===== config.mk =====
export PLATFORM = sky130hd
export DESIGN_NAME = mpr_cordic_cell
export DESIGN_NICKNAME = d
export VERILOG_FILES = /design/src/rtl/mpr_pkg.sv /design/src/rtl/mpr_cordic_cell.sv
export SDC_FILE = /design/constraint.sdc
export NUM_CORES = 1
export LEC_CHECK = 0
export BUFFER_PORTS_ARGS = -buffer_cell sky130_fd_sc_hd__buf_2
export CAP_MARGIN = 40
export CORE_MARGIN = 2
export CORE_UTILIZATION = 40
export DETAILED_ROUTE_END_ITERATION = 8
export PLACE_DENSITY_LB_ADDON = 0.15
export SYNTH_ARGS = -nofsm -noshare
export SYNTH_HDL_FRONTEND = slang
export SYNTH_SLANG_ARGS = --single-unit

===== constraint.sdc =====
create_clock -name clk -period 3 [get_ports clk]
set_input_delay 0.15 -clock clk [delete_from_list [all_inputs] [get_ports clk]]
set_output_delay 0.15 -clock clk [all_outputs]
set_load 0.05 [all_outputs]

===== src/rtl/mpr_pkg.sv =====
// Shared types and constants for the magnitude/phase recombiner.
// Holds the CORDIC arctangent table, gain constant and control codes.
// No dependencies.
`default_nettype none

package mpr_pkg;

  localparam int GUARD_BITS = 4;
  localparam int INVK_FRAC  = 20;
  localparam logic signed [20:0] INVK_Q = 21'sd636751;
  localparam logic [31:0] HALF_TURN = 32'h8000_0000;

  localparam logic [31:0] ATAN_TAB [32] = '{
    32'd536870912, 32'd316933406, 32'd167458907, 32'd85004756, 32'd42667331,
    32'd21354465, 32'd10679838, 32'd5340245, 32'd2670163, 32'd1335086,
    32'd667544, 32'd333772, 32'd166886, 32'd83443, 32'd41722, 32'd20861,
    32'd10430, 32'd5215, 32'd2608, 32'd1304, 32'd652, 32'd326, 32'd163,
    32'd81, 32'd41, 32'd20, 32'd10, 32'd5, 32'd3, 32'd1, 32'd1, 32'd0
  };

  // register indexes
  localparam logic [1:0] REG_AMP_CPLX = 2'd0;
  localparam logic [1:0] REG_PH_SRC   = 2'd1;

  // phase source codes
  localparam logic [1:0] PH_NONE     = 2'd0;
  localparam logic [1:0] PH_REAL     = 2'd1;
  localparam logic [1:0] PH_CPLX     = 2'd2;
  localparam logic [1:0] PH_CPLX_ALT = 2'd3;

  typedef enum logic [1:0] {
    MODE_PASS = 2'd0,
    MODE_MOD  = 2'd1,
    MODE_ROT  = 2'd2
  } mode_t;

  typedef struct packed {
    mode_t mode;
    logic  amp_cplx;
    logic  ph_real;
    logic  ph_zero;
  } ctl_t;

endpackage

`default_nettype wire


===== src/rtl/mpr_cordic_cell.sv =====
// One CORDIC micro-rotation cell, vectoring or rotating, registered output.
// Depends on mpr_pkg for the arctangent table.
`default_nettype none

module mpr_cordic_cell
  import mpr_pkg::*;
#(
  parameter int W    = 23,
  parameter int ZW   = 32,
  parameter int IDX  = 0,
  parameter bit VECT = 1'b1
) (
  input  wire logic                 clk,
  input  wire logic                 en,
  input  wire logic signed [W-1:0]  x_in,
  input  wire logic signed [W-1:0]  y_in,
  input  wire logic        [ZW-1:0] z_in,
  output logic signed [W-1:0]       x_out,
  output logic signed [W-1:0]       y_out,
  output logic        [ZW-1:0]      z_out
);

  localparam logic [ZW-1:0] ATAN = ZW'(ATAN_TAB[IDX]);

  logic signed [W-1:0] dx, dy;
  logic                up;

  assign dx = x_in >>> IDX;
  assign dy = y_in >>> IDX;
  // up: x += y>>i, y -= x>>i, angle += atan
  assign up = VECT ? !y_in[W-1] : z_in[ZW-1];

  always_ff @(posedge clk) begin
    if (en) begin
      if (up) begin
        x_out <= x_in + (y_in >>> IDX);
        y_out <= y_in - dx;
        z_out <= z_in + ATAN;
      end else begin
        x_out <= x_in - (y_in >>> IDX);
        y_out <= y_in + dx;
        z_out <= z_in - ATAN;
      end
    end
  end

  logic unused_dy;
  assign unused_dy = ^dy;

endmodule

`default_nettype wire


; ---- Word level (Yosys, flattened, before mapping)
; Index checks and enable logic that the tools add are counted.
; W data, S select, Z words.
[totals]
reg_bits = 78
output_inout_bits = 78
wordCells = 11
[classes]
addsub = 5
n_mux = 3
[ops]
columns = op, n
row1 = $mux W23, 2
row2 = $sub A23 B23 Y23, 2
row3 = $add A32 B30 Y32 const B, 1
row4 = $mux W32, 1
row5 = $sub A32 B30 Y32 const B, 1
row6 = $add A23 B23 Y23, 1

; ---- Logic depth before layout (Yosys ltp)
; Gate-level depths: netlist of the first run.
[depth]
ltp_word = 2
ltp_mapped = 11
depth_no_buf = 11

; ---- Least setup slack after synthesis of the first run
; No wires, ideal clock.
[synth_timing]
path_kind = input-to-reg
startpoint = in x_in[0]
endpoint = reg y_out[14] (data pin)
setup_ns = 0.267
arrival_ns = 2.476
slack_ns = 0.257
cell_stages = 10
path_cell_list = ha_1 > fa_1 > nor2b_1 > o21ai_0 > or3b_1 > a221o_1 > a21o_1 > a221oi_1 > o21ai_0 > xnor2_1
[synth_between]
elab_chain_cells = 2
word_cells_on_any_way = 3
[synth_rtl]
columns = element, line
row1 = from (decl), mpr_cordic_cell.sv:15  ; input wire logic signed [W-1:0] x_in,
row2 = $sub A23 B23 Y23 / $add A23 B23 Y23 (equally long branches), "mpr_cordic_cell.sv:37, mpr_cordic_cell.sv:41"
row3 = $mux W23 (*), mpr_cordic_cell.sv:35  ; if (up) begin
row4 = to (signal assigned), mpr_cordic_cell.sv:37  ; y_out <= y_in - dx;
row5 = to (signal assigned), mpr_cordic_cell.sv:41  ; y_out <= y_in + dx;
row6 = to (decl), mpr_cordic_cell.sv:19  ; output logic signed [W-1:0] y_out,
; Every way passes the cells marked *; elsewhere a longest branch is shown, timed or not.
; A chain may end at the register's enable or synchronous reset.

; ---- Final worst setup path of the first run
[layout_timing]
startpoint = in x_in[0]
endpoint = reg y_out[20] (data pin)
; Same word-level chain as after synthesis.

==> flow_metrics.tcl, run 1 <==
set metrics [dict create \
    ys_types 59 \
    cts-buffers-inserted 9 \
    htree_num_levels 3 \
    nets 981 \
    gr-total-overflow 0 \
    wl_per_cell_um 17.0 \
    crit_type "in -> reg" \
    power_density_nw_per_um2 527 \
    initial_core_util 0.409 \
    synth_commonest_cells "edfxtp_1 (77), inv_1 (69), ha_1 (66), a21oi_1 (55), nor2_1 (51)" \
    yosys.area.top_type_share 0.389 \
    p_sw_uw 1610 \
    synth.largest_area_cell "edfxtp_1" \
    switching_share 0.395 \
    synth.area.top_cells "edfxtp_1 (39%), ha_1 (14%), xnor2_1 (5.3%), a21oi_1 (4.6%), inv_1 (4.4%)" \
    cp-end-kind "flop" \
    required_ns 3.07 \
    fill_cells 1376 \
    grt_usage 0.214 \
    hp-class "in -> reg" \
    dieWidth_um 126 \
    seq_area_um2 2310 \
    wl_mm 17.3 \
    critical_path.startpoint_type "input pin" \
    period_share 0.937 \
    gp_congestion 0.928 \
    antenna_found_initial 0 \
    critical_path_arrival_ns 2.88 \
    ys_async_sr_fraction 0 \
    cts_buffer_depth 2 \
    setup_viol 0 \
    synth_area_um2 5950 \
    synth_nets 777 \
    grt_pass1_vias 5201 \
    netlist_instances 627 \
    seq_area_frac_synth 0.389 \
    rsz0062_at_grt "false" \
    drc 0 \
    cell_internal_pwr_uw 2460 \
    cts_tree "yes" \
    path_clk_slew_ns 0.06 \
    num_antenna_cells 0 \
    multiInputGateArea_um2 3240 \
    vdd_drop_max_v 0.000300 \
    drt_iter0_drc 481 \
    layout-drive-gt1-share 0.261 \
    numPortBuffers 157 \
    vias 5437 \
    die-area_um2 15900 \
    ant_nets 0 \
    setup_tns_ns 0 \
    slew_viol_final 0 \
    syn-mean-instance-area_um2 9.48 \
    postCtsSetupRepairBufs 0 \
    finalHoldViolCount 0 \
    fmax_mhz 356 \
    pwr-share-comb 0.397 \
    tightest_slew_ns 0.752 \
    cts_resized 0 \
    slew_headroom 0.486 \
    p_seq_frac 0.346 \
    rows 44 \
    synth_most_common_cell "edfxtp_1" \
    ys.warnings.count 0 \
    grt_max_degree 51 \
    dr.pass1.iters 7 \
    via_per_inst 5.33 \
    grt_first_pass_wirelength_mm 27.2 \
    ys_ff_latch 77 \
    coreArea_um2 14500 \
    io_pins 158 \
    power.total_uw 4070 \
    synth-edff-count 77 \
    root_buffer "clkbuf_16" \
    timing.hold.ws_ns 0.116 \
    period_needed_ns 2.81 \
    maxCapViolCount 0 \
    leakage_uw 0.00353 \
    cts.sinks 77 \
    status "finished clean" \
    syn2layout_area_growth_pct 29.8 \
    pwr-share-clk 0.257 \
    die_h_um 126 \
    ys.flop_type "edfxtp_1" \
    dp_hpwl_mm 13.9 \
    cp_max_fo 4 \
]
-- layer usage --
metal  routed length, um  GRT usage  share of wire
met1                8250      0.313           0.48
met2                7750      0.337           0.45
met3                1120     0.0276          0.064
met4                 218     0.0530          0.013
met5                   0          0              0
-- worst paths after layout --
path | start | endpoint | slack [ns] | cells past startpoint
min | z_in[29] | z_out[29]$_DFFE_PP_ | 0.12 | 2
max | x_in[0] | y_out[20]$_DFFE_PP_ | 0.19 | 11
-- worst max-delay path: stages --
cell and delay, ns:
buf_2 0.11, ha_1 0.23, fa_1 0.41, nor2b_1 0.17, o21ai_0 0.18, or3b_1 0.41
a221o_1 0.33, a21o_1 0.24, a221oi_1 0.36, mux2i_1 0.15, xnor2_1 0.15
-- layout make-up --
type,instances,share of cell area
clock buffers,9,0.0292
multi-input cells,448,0.420
well taps,184,0.0298
repair buffers,223,0.178
clock inverters,7,0.00843
inverters,72,0.0350
flip-flops and latches,77,0.300
-- what timing repair did --
item	4_1_cts	5_1_grt
endpoints found under the hold margin	28	1
endpoints found under the setup margin	0	0
hold buffers	28	1
-- registers in the layout, indices dropped and copies added, names as in the netlist --
name   count
y_out     23
z_out     32
x_out     22
-- cells by family (layout without fill, tap and decap cells) --
group	Yosys count	after routing	share of synthesized area
compound gates	191	191	0.208
mux	6	6	0.0101
fa+ha+maj	70	70	0.152
xor+xnor	43	43	0.0633
buf+inv	102	311	0.0663
simple gates	138	138	0.112
flops	77	77	0.389
-- per-stage QoR --
step	std cells	utilization	setup slack [ns]	instance area, um2
after global placement	974	0.489	-0.0554	7110
after CTS	1019	0.530	0.207	7710
final	1020	0.531	0.189	7720
after global routing	1020	0.531	0.000977	7720
after floorplan	627	-	0.257	5950
after detailed placement	975	0.491	-0.119	7140
-- power groups by stage --
stage                     Clock, uW  Combinational [uW]  Sequential, uW
after floorplan                   0                 592            1930
after global placement            0                1570            1430
after detailed placement          0                1580            1440
after CTS                      1070                1610            1410
after global routing           1130                1730            1430
final                          1050                1620            1410
-- cells in the final DEF (no fill, tap or decap), types with 6 or more instances in the layout --
cell	count
a211oi_1	8
a21o_1	10
a21oi_1	55
a31oi_1	8
buf_2	156
buf_4	37
clkbuf_16	9
dlygate4sd3_1	29
edfxtp_1	77
ha_1	66
inv_1	69
mux2i_1	6
nand2_1	25
nor2_1	51
nor2b_1	10
nor3_1	18
o21a_1	7
o21ai_0	45
o21bai_1	8
xnor2_1	36
xor2_1	7
No activity file was read; power rests on OpenSTA's default activity.
==> run 2: changes to the inputs <==
ABC_AREA = 0   (was not set)
clock period = 3.2 ns   (was 3 ns; I/O delays follow)
==> flow_metrics.tcl, run 2 (same netlist as run 1, synthesis figures left out) <==
set metrics [dict create \
    antenna_found_initial 0 \
    cts_tree "yes" \
    leakage_uw 0.00345 \
    layout_commonest_cell "buf_2" \
    fill_cells 1374 \
    setup_tns_ns 0 \
    period_share 0.886 \
    path_clk_slew_ns 0.06 \
    cts_resized 0 \
    via_per_inst 5.36 \
    htree_num_levels 3 \
    ant_nets 0 \
    setup_viol 0 \
    io_pins 158 \
    cts-buffers-inserted 9 \
    gp_congestion 0.893 \
    hp-class "in -> reg" \
    slew_headroom 0.551 \
    critical_path.startpoint_type "input pin" \
    switching_share 0.398 \
    slew_viol_final 0 \
    dp_hpwl_mm 13.6 \
    required_ns 3.27 \
    status "finished clean" \
    final_cell_mix "buf_2 (156), edfxtp_1 (77), inv_1 (69), ha_1 (66), a21oi_1 (55)" \
    coreArea_um2 14500 \
    dr.pass1.iters 5 \
    timing.hold.ws_ns 0.119 \
    cell_internal_pwr_uw 2280 \
    numPortBuffers 157 \
    syn2layout_area_growth_pct 27.8 \
    power_density_nw_per_um2 499 \
    rsz0062_at_grt "false" \
    vdd_drop_max_v 0.000305 \
    drt_iter0_drc 457 \
    layout-drive-gt1-share 0.246 \
    grt_first_pass_wirelength_mm 27.6 \
    pwr-share-clk 0.259 \
    root_buffer "clkbuf_16" \
    final_core_util 0.523 \
    wl_mm 17.2 \
    p_seq_frac 0.349 \
    wl_per_cell_um 17.1 \
    vias 5385 \
    die-area_um2 15900 \
    grt_pass1_vias 5238 \
    period_needed_ns 2.83 \
    top_register "z_out" \
    num_antenna_cells 0 \
    reg.largest.list "z_out (32), y_out (23), x_out (22)" \
    grt_usage 0.217 \
    p_sw_uw 1510 \
    die_h_um 126 \
    fmax_mhz 353 \
    postCtsSetupRepairBufs 0 \
    holdPathStages 2 \
    finalHoldViolCount 0 \
    cp-end-kind "flop" \
    tightest_slew_ns 0.657 \
    rows 44 \
    critical_path_arrival_ns 2.91 \
    dieWidth_um 126 \
    initial_core_util 0.409 \
    largest_register_ffs 32 \
    grt_max_degree 59 \
    maxCapViolCount 0 \
    nets 965 \
    cp_max_fo 5 \
    gr-total-overflow 0 \
    drc 0 \
    cts.sinks 77 \
    pwr-share-comb 0.392 \
    cts_buffer_depth 2 \
    crit_type "in -> reg" \
    hold_buffers 29 \
]
[run 2: metrics by stage]
step | setup WS, ns | area [um2] | total power, uW | std cells
floorplan | 0.447 | 5950 | 2370 | 627
global placement | 0.113 | 6990 | 2780 | 958
detailed placement | 0.0641 | 7020 | 2800 | 959
CTS | 0.383 | 7600 | 3820 | 1004
global route | 0.239 | 7600 | 3990 | 1004
finish | 0.365 | 7600 | 3790 | 1004
[run 2: cell type report]
class | instances | area [um2] | area share
Clock buffer | 9 | 225 | 0.0296
Timing Repair Buffer | 207 | 1260 | 0.165
Clock inverter | 7 | 65.1 | 0.00856
Inverter | 72 | 270 | 0.0356
Multi-Input combinational cell | 448 | 3240 | 0.426
Tap cell | 184 | 230 | 0.0303
Sequential cell | 77 | 2310 | 0.304
[run 2: final timing paths]
| path | from | end | slack (ns) |
|---|---|---|---|
| hold / removal | z_in[29] | z_out[29]$_DFFE_PP_ | 0.12 |
| setup / recovery | x_in[0] | x_out[20]$_DFFE_PP_ | 0.37 |
[run 2: worst max-delay path, cell delays in order]
cell and delay [ns]:
buf_2 0.12, ha_1 0.23, fa_1 0.42, nor2b_1 0.17, o21ai_0 0.20, or3b_1 0.40, a221o_1 0.33, a21o_1 0.26
a221oi_1 0.33, o22ai_1 0.14, xnor2_1 0.16
[run 2: power by group through the flow]
stage               registers (uW)  clock network, uW  logic [uW]
CTS                           1320               1010        1480
finish                        1320                983        1480
global placement              1340                  0        1440
global route                  1340               1060        1590
floorplan                     1810                  0         555
detailed placement            1350                  0        1450
[run 2: metal layers]
metal	routed length (um)	GRT usage
met5	0	0
met4	304	0.0569
met1	8060	0.312
met3	1210	0.0395
met2	7640	0.337
